[config.mk]
export PLATFORM = sky130hd
export DESIGN_NAME = serial_line_editor_flat
export DESIGN_NICKNAME = d
export VERILOG_FILES = /design/src/rtl/sle_pkg.sv /design/src/rtl/sle_if.sv /design/src/rtl/serial_line_editor.sv /design/src/rtl/sle_ram.sv /design/src/rtl/sle_ctrl.sv /design/src/rtl/sle_dp.sv /design/src/flat_wrapper.sv
export SDC_FILE = /design/constraint.sdc
export NUM_CORES = 1
export LEC_CHECK = 0
export ABC_AREA = 1
export BUFFER_PORTS_ARGS = -buffer_cell sky130_fd_sc_hd__buf_2
export CAP_MARGIN = 5
export CELL_PAD_IN_SITES_DETAIL_PLACEMENT = 0
export CELL_PAD_IN_SITES_GLOBAL_PLACEMENT = 1
export CORE_ASPECT_RATIO = 1.5
export CORE_MARGIN = 4
export CORE_UTILIZATION = 43
export DETAILED_ROUTE_END_ITERATION = 12
export GPL_TIMING_DRIVEN = 0
export PLACE_DENSITY = 0.77
export SLEW_MARGIN = 20
export SYNTH_ARGS = -nofsm -noshare
export SYNTH_HDL_FRONTEND = slang
export SYNTH_SLANG_ARGS = --single-unit
[constraint.sdc]
create_clock -name clk -period 2.4 [get_ports clk]
set_input_delay 0.12 -clock clk [delete_from_list [all_inputs] [get_ports clk]]
set_output_delay 0.12 -clock clk [all_outputs]
set_load 0.1 [all_outputs]
[src/rtl/sle_pkg.sv]
// Shared types and constants for the serial line editor.
package sle_pkg;

  localparam int LINE_CAPACITY = 32;
  localparam int STORE_AW      = $clog2(LINE_CAPACITY);
  localparam int FILL_W        = 5;
  localparam int LIMIT_W       = 6;

  localparam logic [FILL_W-1:0]  FILL_MAX    = 5'd31;
  localparam logic [LIMIT_W-1:0] LIMIT_RESET = 6'd32;
  localparam logic [LIMIT_W-1:0] LIMIT_MIN   = 6'd2;
  localparam logic [LIMIT_W-1:0] LIMIT_MAX   = LIMIT_W'(LINE_CAPACITY);

  localparam logic [7:0] CH_BS    = 8'h08;
  localparam logic [7:0] CH_DEL   = 8'h7F;
  localparam logic [7:0] CH_LF    = 8'h0A;
  localparam logic [7:0] CH_CR    = 8'h0D;
  localparam logic [7:0] CH_SPACE = 8'h20;

  typedef enum logic [1:0] {
    KIND_ECHO = 2'd0,
    KIND_LINE = 2'd1,
    KIND_END  = 2'd2
  } item_kind_t;

  typedef enum logic [2:0] {
    SEL_NONE,
    SEL_RX,
    SEL_BS,
    SEL_SPACE,
    SEL_RAM
  } out_sel_t;

  // Controller to datapath.
  typedef struct packed {
    logic       latch;
    logic       store_byte;
    logic       fc_dec;
    logic       fc_clr;
    logic       idx_clr;
    logic       idx_inc;
    logic       out_load;
    item_kind_t out_kind;
    out_sel_t   out_sel;
    logic       out_last;
  } sle_cmd_t;

  // Datapath to controller.
  typedef struct packed {
    logic rx_eol;
    logic rx_bs;
    logic fc_zero;
    logic line_full;
    logic idx_done;
    logic slot_free;
  } sle_status_t;

endpackage

[src/rtl/sle_if.sv]
// Valid/ready channel interfaces for received bytes and result items.
interface sle_in_if import sle_pkg::*; ();
  logic       valid;
  logic       ready;
  logic [7:0] rx_byte;

  modport source (output valid, output rx_byte, input ready);
  modport sink   (input valid, input rx_byte, output ready);
endinterface

interface sle_out_if import sle_pkg::*; ();
  logic       valid;
  logic       ready;
  logic [1:0] item_kind;
  logic [7:0] out_byte;
  logic [4:0] line_length;
  logic       last;

  modport source (output valid, output item_kind, output out_byte, output line_length,
                  output last, input ready);
  modport sink   (input valid, input item_kind, input out_byte, input line_length,
                  input last, output ready);
endinterface

[src/rtl/serial_line_editor.sv]
// Top level of the serial line editor: controller plus datapath.
//
// Usage:
//   rx  - valid/ready channel of received bytes (rx_byte), one item per byte.
//   res - valid/ready channel of result items: item_kind (0 echo, 1 line
//         byte, 2 line end), out_byte, line_length (on line end) and last,
//         which marks the final result caused by one received byte.
//   cfg_we/cfg_data - write of line_limit (reset 32, clamped to 2..32); write
//         it only while the block is idle.
// Sequencing:
//   An ordinary byte is accepted and stored while idle; its echo is loaded into
//   the output register from S_ECHO once the slot is free. Backspace: three
//   echo items. A CR/LF: S_RD then S_LB per stored byte (registered store
//   read), then S_END; this also follows the echo of a byte that fills the line.
//   rx.ready is high only while idle; a backspace on an empty line is dropped silently.
// Reset (rst, synchronous): clear the fill count, restore the limit, drop any
//   pending result. The line store is not cleared; only written entries are
//   ever read.
// Stall: a single output register holds the current result while res.ready
//   is low; the controller waits and accepts no new byte until it finishes.
module serial_line_editor import sle_pkg::*; (
  input  logic               clk,
  input  logic               rst,
  sle_in_if.sink             rx,
  sle_out_if.source          res,
  input  logic               cfg_we,
  input  logic [LIMIT_W-1:0] cfg_data
);

  sle_cmd_t    cmd;
  sle_status_t st;

  sle_ctrl u_ctrl (
    .clk     (clk),
    .rst     (rst),
    .rx_valid(rx.valid),
    .rx_ready(rx.ready),
    .st      (st),
    .cmd     (cmd)
  );

  sle_dp u_dp (
    .clk       (clk),
    .rst       (rst),
    .rx_byte   (rx.rx_byte),
    .cfg_we    (cfg_we),
    .cfg_data  (cfg_data),
    .cmd       (cmd),
    .st        (st),
    .res_valid (res.valid),
    .res_ready (res.ready),
    .res_kind  (res.item_kind),
    .res_byte  (res.out_byte),
    .res_length(res.line_length),
    .res_last  (res.last)
  );

endmodule

[src/rtl/sle_ram.sv]
// Generic single-port-write, registered-read RAM.
module sle_ram #(
  parameter int WIDTH = 8,
  parameter int DEPTH = 32
) (
  input  logic                     clk,
  input  logic                     we,
  input  logic [$clog2(DEPTH)-1:0] waddr,
  input  logic [WIDTH-1:0]         wdata,
  input  logic [$clog2(DEPTH)-1:0] raddr,
  output logic [WIDTH-1:0]         rdata
);

  logic [WIDTH-1:0] mem [DEPTH];

  always_ff @(posedge clk) begin
    if (we) begin
      mem[waddr] <= wdata;
    end
    rdata <= mem[raddr];
  end

endmodule

[src/rtl/sle_ctrl.sv]
// Controller state machine: sequences echo, line emission and line end.
module sle_ctrl import sle_pkg::*; (
  input  logic        clk,
  input  logic        rst,
  input  logic        rx_valid,
  output logic        rx_ready,
  input  sle_status_t st,
  output sle_cmd_t    cmd
);

  typedef enum logic [2:0] {
    S_IDLE,
    S_ECHO,
    S_BS1,
    S_BS2,
    S_BS3,
    S_RD,
    S_LB,
    S_END
  } state_t;

  state_t state, state_next;
  logic   accept;

  always_ff @(posedge clk) begin
    if (rst) begin
      state <= S_IDLE;
    end else begin
      state <= state_next;
    end
  end

  always_comb begin
    cmd        = '0;
    state_next = state;
    rx_ready   = (state == S_IDLE);
    accept     = rx_valid && rx_ready;
    unique case (state)
      S_IDLE: begin
        if (accept) begin
          cmd.latch = 1'b1;
          if (st.rx_eol) begin
            cmd.idx_clr = 1'b1;
            state_next  = S_RD;
          end else if (st.rx_bs) begin
            // backspace on an empty line: drop silently
            if (!st.fc_zero) begin
              cmd.fc_dec = 1'b1;
              state_next = S_BS1;
            end
          end else begin
            cmd.store_byte = 1'b1;
            state_next     = S_ECHO;
          end
        end
      end
      S_ECHO: begin
        if (st.slot_free) begin
          cmd.out_load = 1'b1;
          cmd.out_kind = KIND_ECHO;
          cmd.out_sel  = SEL_RX;
          cmd.out_last = !st.line_full;
          if (st.line_full) begin
            cmd.idx_clr = 1'b1;
            state_next  = S_RD;
          end else begin
            state_next = S_IDLE;
          end
        end
      end
      S_BS1: begin
        if (st.slot_free) begin
          cmd.out_load = 1'b1;
          cmd.out_kind = KIND_ECHO;
          cmd.out_sel  = SEL_BS;
          state_next   = S_BS2;
        end
      end
      S_BS2: begin
        if (st.slot_free) begin
          cmd.out_load = 1'b1;
          cmd.out_kind = KIND_ECHO;
          cmd.out_sel  = SEL_SPACE;
          state_next   = S_BS3;
        end
      end
      S_BS3: begin
        if (st.slot_free) begin
          cmd.out_load = 1'b1;
          cmd.out_kind = KIND_ECHO;
          cmd.out_sel  = SEL_BS;
          cmd.out_last = 1'b1;
          state_next   = S_IDLE;
        end
      end
      S_RD: begin
        // RAM address follows the index; the registered read data is ready in S_LB
        state_next = st.idx_done ? S_END : S_LB;
      end
      S_LB: begin
        if (st.slot_free) begin
          cmd.out_load = 1'b1;
          cmd.out_kind = KIND_LINE;
          cmd.out_sel  = SEL_RAM;
          cmd.idx_inc  = 1'b1;
          state_next   = S_RD;
        end
      end
      S_END: begin
        if (st.slot_free) begin
          cmd.out_load = 1'b1;
          cmd.out_kind = KIND_END;
          cmd.out_sel  = SEL_NONE;
          cmd.out_last = 1'b1;
          cmd.fc_clr   = 1'b1;
          state_next   = S_IDLE;
        end
      end
      default: begin
        state_next = S_IDLE;
      end
    endcase
  end

endmodule

[src/rtl/sle_dp.sv]
// Datapath: fill count, line store, read index, limit and output register.
module sle_dp import sle_pkg::*; (
  input  logic               clk,
  input  logic               rst,
  input  logic [7:0]         rx_byte,
  input  logic               cfg_we,
  input  logic [LIMIT_W-1:0] cfg_data,
  input  sle_cmd_t           cmd,
  output sle_status_t        st,
  output logic               res_valid,
  input  logic               res_ready,
  output logic [1:0]         res_kind,
  output logic [7:0]         res_byte,
  output logic [4:0]         res_length,
  output logic               res_last
);

  logic [LIMIT_W-1:0]  line_limit;
  logic [LIMIT_W-1:0]  lim_eff;
  logic [FILL_W-1:0]   fill_count;
  logic [FILL_W-1:0]   idx;
  logic [7:0]          rx_hold;
  logic [7:0]          ram_rdata;
  logic [7:0]          byte_next;
  logic                store_we;

  assign store_we = cmd.store_byte && (fill_count != FILL_MAX);

  sle_ram #(.WIDTH(8), .DEPTH(LINE_CAPACITY)) u_store (
    .clk  (clk),
    .we   (store_we),
    .waddr(STORE_AW'(fill_count)),
    .wdata(rx_byte),
    .raddr(STORE_AW'(idx)),
    .rdata(ram_rdata)
  );

  always_comb begin
    lim_eff = line_limit;
    if (lim_eff < LIMIT_MIN) begin
      lim_eff = LIMIT_MIN;
    end
    if (lim_eff > LIMIT_MAX) begin
      lim_eff = LIMIT_MAX;
    end
  end

  always_comb begin
    st.rx_eol    = (rx_byte == CH_LF) || (rx_byte == CH_CR);
    st.rx_bs     = (rx_byte == CH_BS) || (rx_byte == CH_DEL);
    st.fc_zero   = (fill_count == '0);
    st.line_full = ({1'b0, fill_count} >= (lim_eff - LIMIT_W'(1)));
    st.idx_done  = (idx == fill_count);
    st.slot_free = !res_valid || res_ready;
  end

  always_comb begin
    case (cmd.out_sel)
      SEL_RX:    byte_next = rx_hold;
      SEL_BS:    byte_next = CH_BS;
      SEL_SPACE: byte_next = CH_SPACE;
      SEL_RAM:   byte_next = ram_rdata;
      default:   byte_next = 8'h00;
    endcase
  end

  always_ff @(posedge clk) begin
    if (rst) begin
      line_limit <= LIMIT_RESET;
      fill_count <= '0;
      idx        <= '0;
      res_valid  <= 1'b0;
    end else begin
      if (cfg_we) begin
        line_limit <= cfg_data;
      end
      if (cmd.fc_clr) begin
        fill_count <= '0;
      end else if (cmd.fc_dec) begin
        fill_count <= fill_count - FILL_W'(1);
      end else if (store_we) begin
        fill_count <= fill_count + FILL_W'(1);
      end
      if (cmd.idx_clr) begin
        idx <= '0;
      end else if (cmd.idx_inc) begin
        idx <= idx + FILL_W'(1);
      end
      if (cmd.out_load) begin
        res_valid <= 1'b1;
      end else if (res_ready) begin
        res_valid <= 1'b0;
      end
    end
  end

  // payload registers
  always_ff @(posedge clk) begin
    if (cmd.latch) begin
      rx_hold <= rx_byte;
    end
    if (cmd.out_load) begin
      res_kind   <= cmd.out_kind;
      res_byte   <= byte_next;
      res_length <= (cmd.out_kind == KIND_END) ? fill_count : 5'd0;
      res_last   <= cmd.out_last;
    end
  end

endmodule

[src/flat_wrapper.sv]
// flat-port wrapper written by rule: the top's interface ports become plain ports
module serial_line_editor_flat import sle_pkg::*;
  (clk, rst, cfg_we, cfg_data, rx_valid, rx_rx_byte, rx_ready, res_valid, res_item_kind, res_out_byte, res_line_length, res_last, res_ready);
  sle_in_if rx_i ();
  sle_out_if res_i ();
  input  logic clk;
  input  logic rst;
  input  logic cfg_we;
  input  logic [LIMIT_W-1:0] cfg_data;
  input wire logic [$bits(rx_i.valid)-1:0] rx_valid;
  input wire logic [$bits(rx_i.rx_byte)-1:0] rx_rx_byte;
  output wire logic [$bits(rx_i.ready)-1:0] rx_ready;
  output wire logic [$bits(res_i.valid)-1:0] res_valid;
  output wire logic [$bits(res_i.item_kind)-1:0] res_item_kind;
  output wire logic [$bits(res_i.out_byte)-1:0] res_out_byte;
  output wire logic [$bits(res_i.line_length)-1:0] res_line_length;
  output wire logic [$bits(res_i.last)-1:0] res_last;
  input wire logic [$bits(res_i.ready)-1:0] res_ready;
  assign rx_i.valid = rx_valid;
  assign rx_i.rx_byte = rx_rx_byte;
  assign rx_ready = rx_i.ready;
  assign res_valid = res_i.valid;
  assign res_item_kind = res_i.item_kind;
  assign res_out_byte = res_i.out_byte;
  assign res_line_length = res_i.line_length;
  assign res_last = res_i.last;
  assign res_i.ready = res_ready;
  serial_line_editor u_core (.clk(clk), .rst(rst), .rx(rx_i), .res(res_i), .cfg_we(cfg_we), .cfg_data(cfg_data));
endmodule
==> flow_summary.json <==
{
  "status": "complete, no violations",
  "drive_gt1_frac": 0.1689,
  "period_share": 0.9907,
  "finalHoldViolCount": 0,
  "numCtsBuffers": 27,
  "design_area_um2": 15170,
  "max_slew_margin": 0.4107,
  "dp_hpwl_um": 24430,
  "wirelength_um": 35330,
  "instances_no_fill": 1668,
  "gp_congestion": 0.8784,
  "cts.htree.levels": 1,
  "drt_iter0_drc": 853,
  "synth_cells": 1156,
  "antenna_found_initial": 0,
  "synth_cell_types": 43,
  "critPathRequiredTime_ps": 2710,
  "worstPathArrival_ps": 2690,
  "power.total_uw": 14760,
  "synth_flop_cell": "edfxtp_1",
  "dr.pass1.iters": 6,
  "final_nets": 1282,
  "startpoint_type": "register",
  "syn_avg_cell_area_um2": 11.28,
  "clk_pin_slew_worst_paths_ps": 70,
  "synth-edff-count": 280,
  "ys_seq_area_frac": 0.6880,
  "die_y_um": 221.3,
  "max_freq_mhz": 420.6,
  "grt_max_degree": 38,
  "clk_latency_ps": 560,
  "dieArea_um2": 33220,
  "ys_ff_latch": 308,
  "n_antenna_cell": 0,
  "gr-usage-all-layers": 0.2129,
  "drc": 0,
  "synthArstFlopShare": 0,
  "min_path_type": "in2reg",
  "crit_fanout": 6,
  "cts_tree": "built",
  "cts_sinks": 308,
  "finalSetupViolCount": 0,
  "yosysTopAreaCellShare": 0.6450,
  "core_area_um2": 29670,
  "port_buffers": 36,
  "min_period_ps": 2378,
  "num_rows": 77,
  "start_util": 0.4393,
  "peakVddDrop_uv": 922.4,
  "maxCapViolCount": 0,
  "rsz0062_at_grt": "true",
  "viasPerCell": 5.266,
  "clock_path_buffers": 3,
  "p_leak_uw": 0.005463,
  "placed_area_um2": 13750,
  "slowest_stage": "dfxtp_4",
  "critPathKind": "reg2reg",
  "fp.dieW_um": 150.2,
  "num_vias": 8784,
  "end_kind": "register",
  "worst_pin_slew_ps": 883.9,
  "grt-ovfl-total": 0,
  "place_inst": 1595,
  "grt_pass1_vias": 8750,
  "grt_pass1_wl_um": 52540,
  "routedWlPerCell_um": 21.18,
  "crit_top_cell": "nand2_1",
  "path_cells": "inv_4, nand3_2, o21ai_2, nor2_1, inv_2, buf_4, ha_4, nand2_1, xor2_1, inv_1, ha_4, nand3b_1, nand2_2, o22ai_2, nand2_1, nand2_1",
  "ys_warn_count": 0,
  "synth_top_area_cell": "edfxtp_1",
  "drv_slew": 0,
  "worst_clock_skew_ps": 19.19,
  "ios": 37,
  "postRouteAntennaNets": 0,
  "synthTopCellsByArea": "edfxtp_1 64%, nor2_1 6.2%, nand2_1 4.4%",
  "cts_root_buf": "clkbuf_16",
  "p_per_area_nw_per_um2": 973.1,
  "syn_area_um2": 13040,
  "cpPeakStageDelay_ps": 370,
  "syn_to_final_growth_pct": 16.34
}
[metrics by stage]
stage / util / setup TNS, ps / hold WS [ps] / setup slack, ps
floorplan: - / 0 / 189.1 / 256.9
global placement: 0.4629 / -91050 / 335.4 / -760.0
detailed placement: 0.4633 / -97040 / 336.8 / -568.6
CTS: 0.5034 / 0 / 43.10 / 0.4607
global route: 0.5111 / -2419 / 75.08 / -106.7
finish: 0.5111 / 0 / 43.41 / 22.41
[flip-flops by register name, summed over array words and instances, names as in the netlist]
register	cells
u_core.u_dp.u_store.mem	256
u_core.u_dp.res_byte	8
u_core.u_dp.rx_hold	8
u_core.u_dp.u_store.rdata	8
u_core.u_dp.line_limit	6
u_core.u_dp.fill_count	5
u_core.u_dp.idx	5
u_core.u_dp.res_length	5
u_core.u_ctrl.state	3
u_core.u_dp.res_kind	2
u_core.u_dp.res_last	1
u_core.u_dp.res_valid	1
[per-layer routing]
| metal | wire, um | global-route usage | vias to the layer above |
|---|---|---|---|
| li1 | - | - | 4227 |
| met1 | 12730 | 0.2341 | 4221 |
| met2 | 19400 | 0.4023 | 263 |
| met3 | 1518 | 0.02190 | 73 |
| met4 | 1691 | 0.1001 | 0 |
| met5 | 0 | 0 | - |
[kinds of logic after synthesis]
family / synth area share
AOI/OAI and AO/OA: 0.1026
xor gates and xnor gates: 0.004031
adders and majority gates: 0.01113
buffers and inverters: 0.04530
DFF: 0.6880
other: 0.0002877
and+or+nand+nor: 0.1487
[what timing repair did]
action / CTS / global route
setup endpoints to repair: 251 / 147
gates resized for setup: 43 / 45
setup buffers: 1 / 7
pin swaps: 1 / 9
hold endpoints to repair: 9 / 0
hold buffers: 15 / 0
[where the power goes]
part           total [uW]  switching (uW)  internal [uW]
Clock                4580            1940           2640
Sequential           6590             211           6370
Combinational        3590            2860            733
[critical path, delay by kind of cell (launching register included)]
family	cells	cell delay, ps
and+or+nand+nor	7	730
adders and majority gates	2	430
DFF	1	370
buffers and inverters	4	330
AOI/OAI and AO/OA	2	150
xor gates and xnor gates	1	140
[final timing paths]
kind                                  start                    to  slack, ps  depth (start not counted)
setup / recovery  u_core.u_dp.line_limit[5]  u_core.u_dp.res_last         20                         16
hold / removal                     rx_valid    u_core.u_dp.idx[0]         40                          4
setup reg to reg  u_core.u_dp.line_limit[5]  u_core.u_dp.res_last         20                         16
hold reg to reg          u_core.u_dp.idx[3]    u_core.u_dp.idx[3]        530                          2
[cell usage after synthesis (all sizes together) (2+ instances only)]
master    n
clkbuf   20
edfxtp  280
nor3      2
xor2      5
ha       10
nand4     2
nand2   163
nand3    54
a21oi    28
o22ai    24
a22o      6
dfxtp    28
inv      83
o21ai   138
o211ai   34
or2       9
buf      32
nor2    227
[cells in the final DEF, fill, tap and decap left out, types with 25 or more instances in the layout]
| master | count |
|---|---|
| nor2_2 | 26 |
| nand2_1 | 148 |
| o211ai_1 | 33 |
| a21oi_1 | 25 |
| edfxtp_1 | 280 |
| clkbuf_16 | 27 |
| inv_1 | 67 |
| nor2_1 | 183 |
| nand3_1 | 49 |
| o21ai_1 | 25 |
| clkbuf_1 | 29 |
| buf_2 | 54 |
| o21ai_0 | 111 |
[area by class of cell]
class / instances / area [um2]
buffer: 52 / 276.5
multi-input combinational: 719 / 3761
clock buffer: 40 / 764.5
timing repair buffer: 60 / 395.4
sequential: 308 / 8989
fill: 2739 / 14510
clock inverter: 10 / 160.2
inverter: 84 / 326.6
tap: 395 / 494.2
Note: power is estimated with default switching activity, not from simulation.
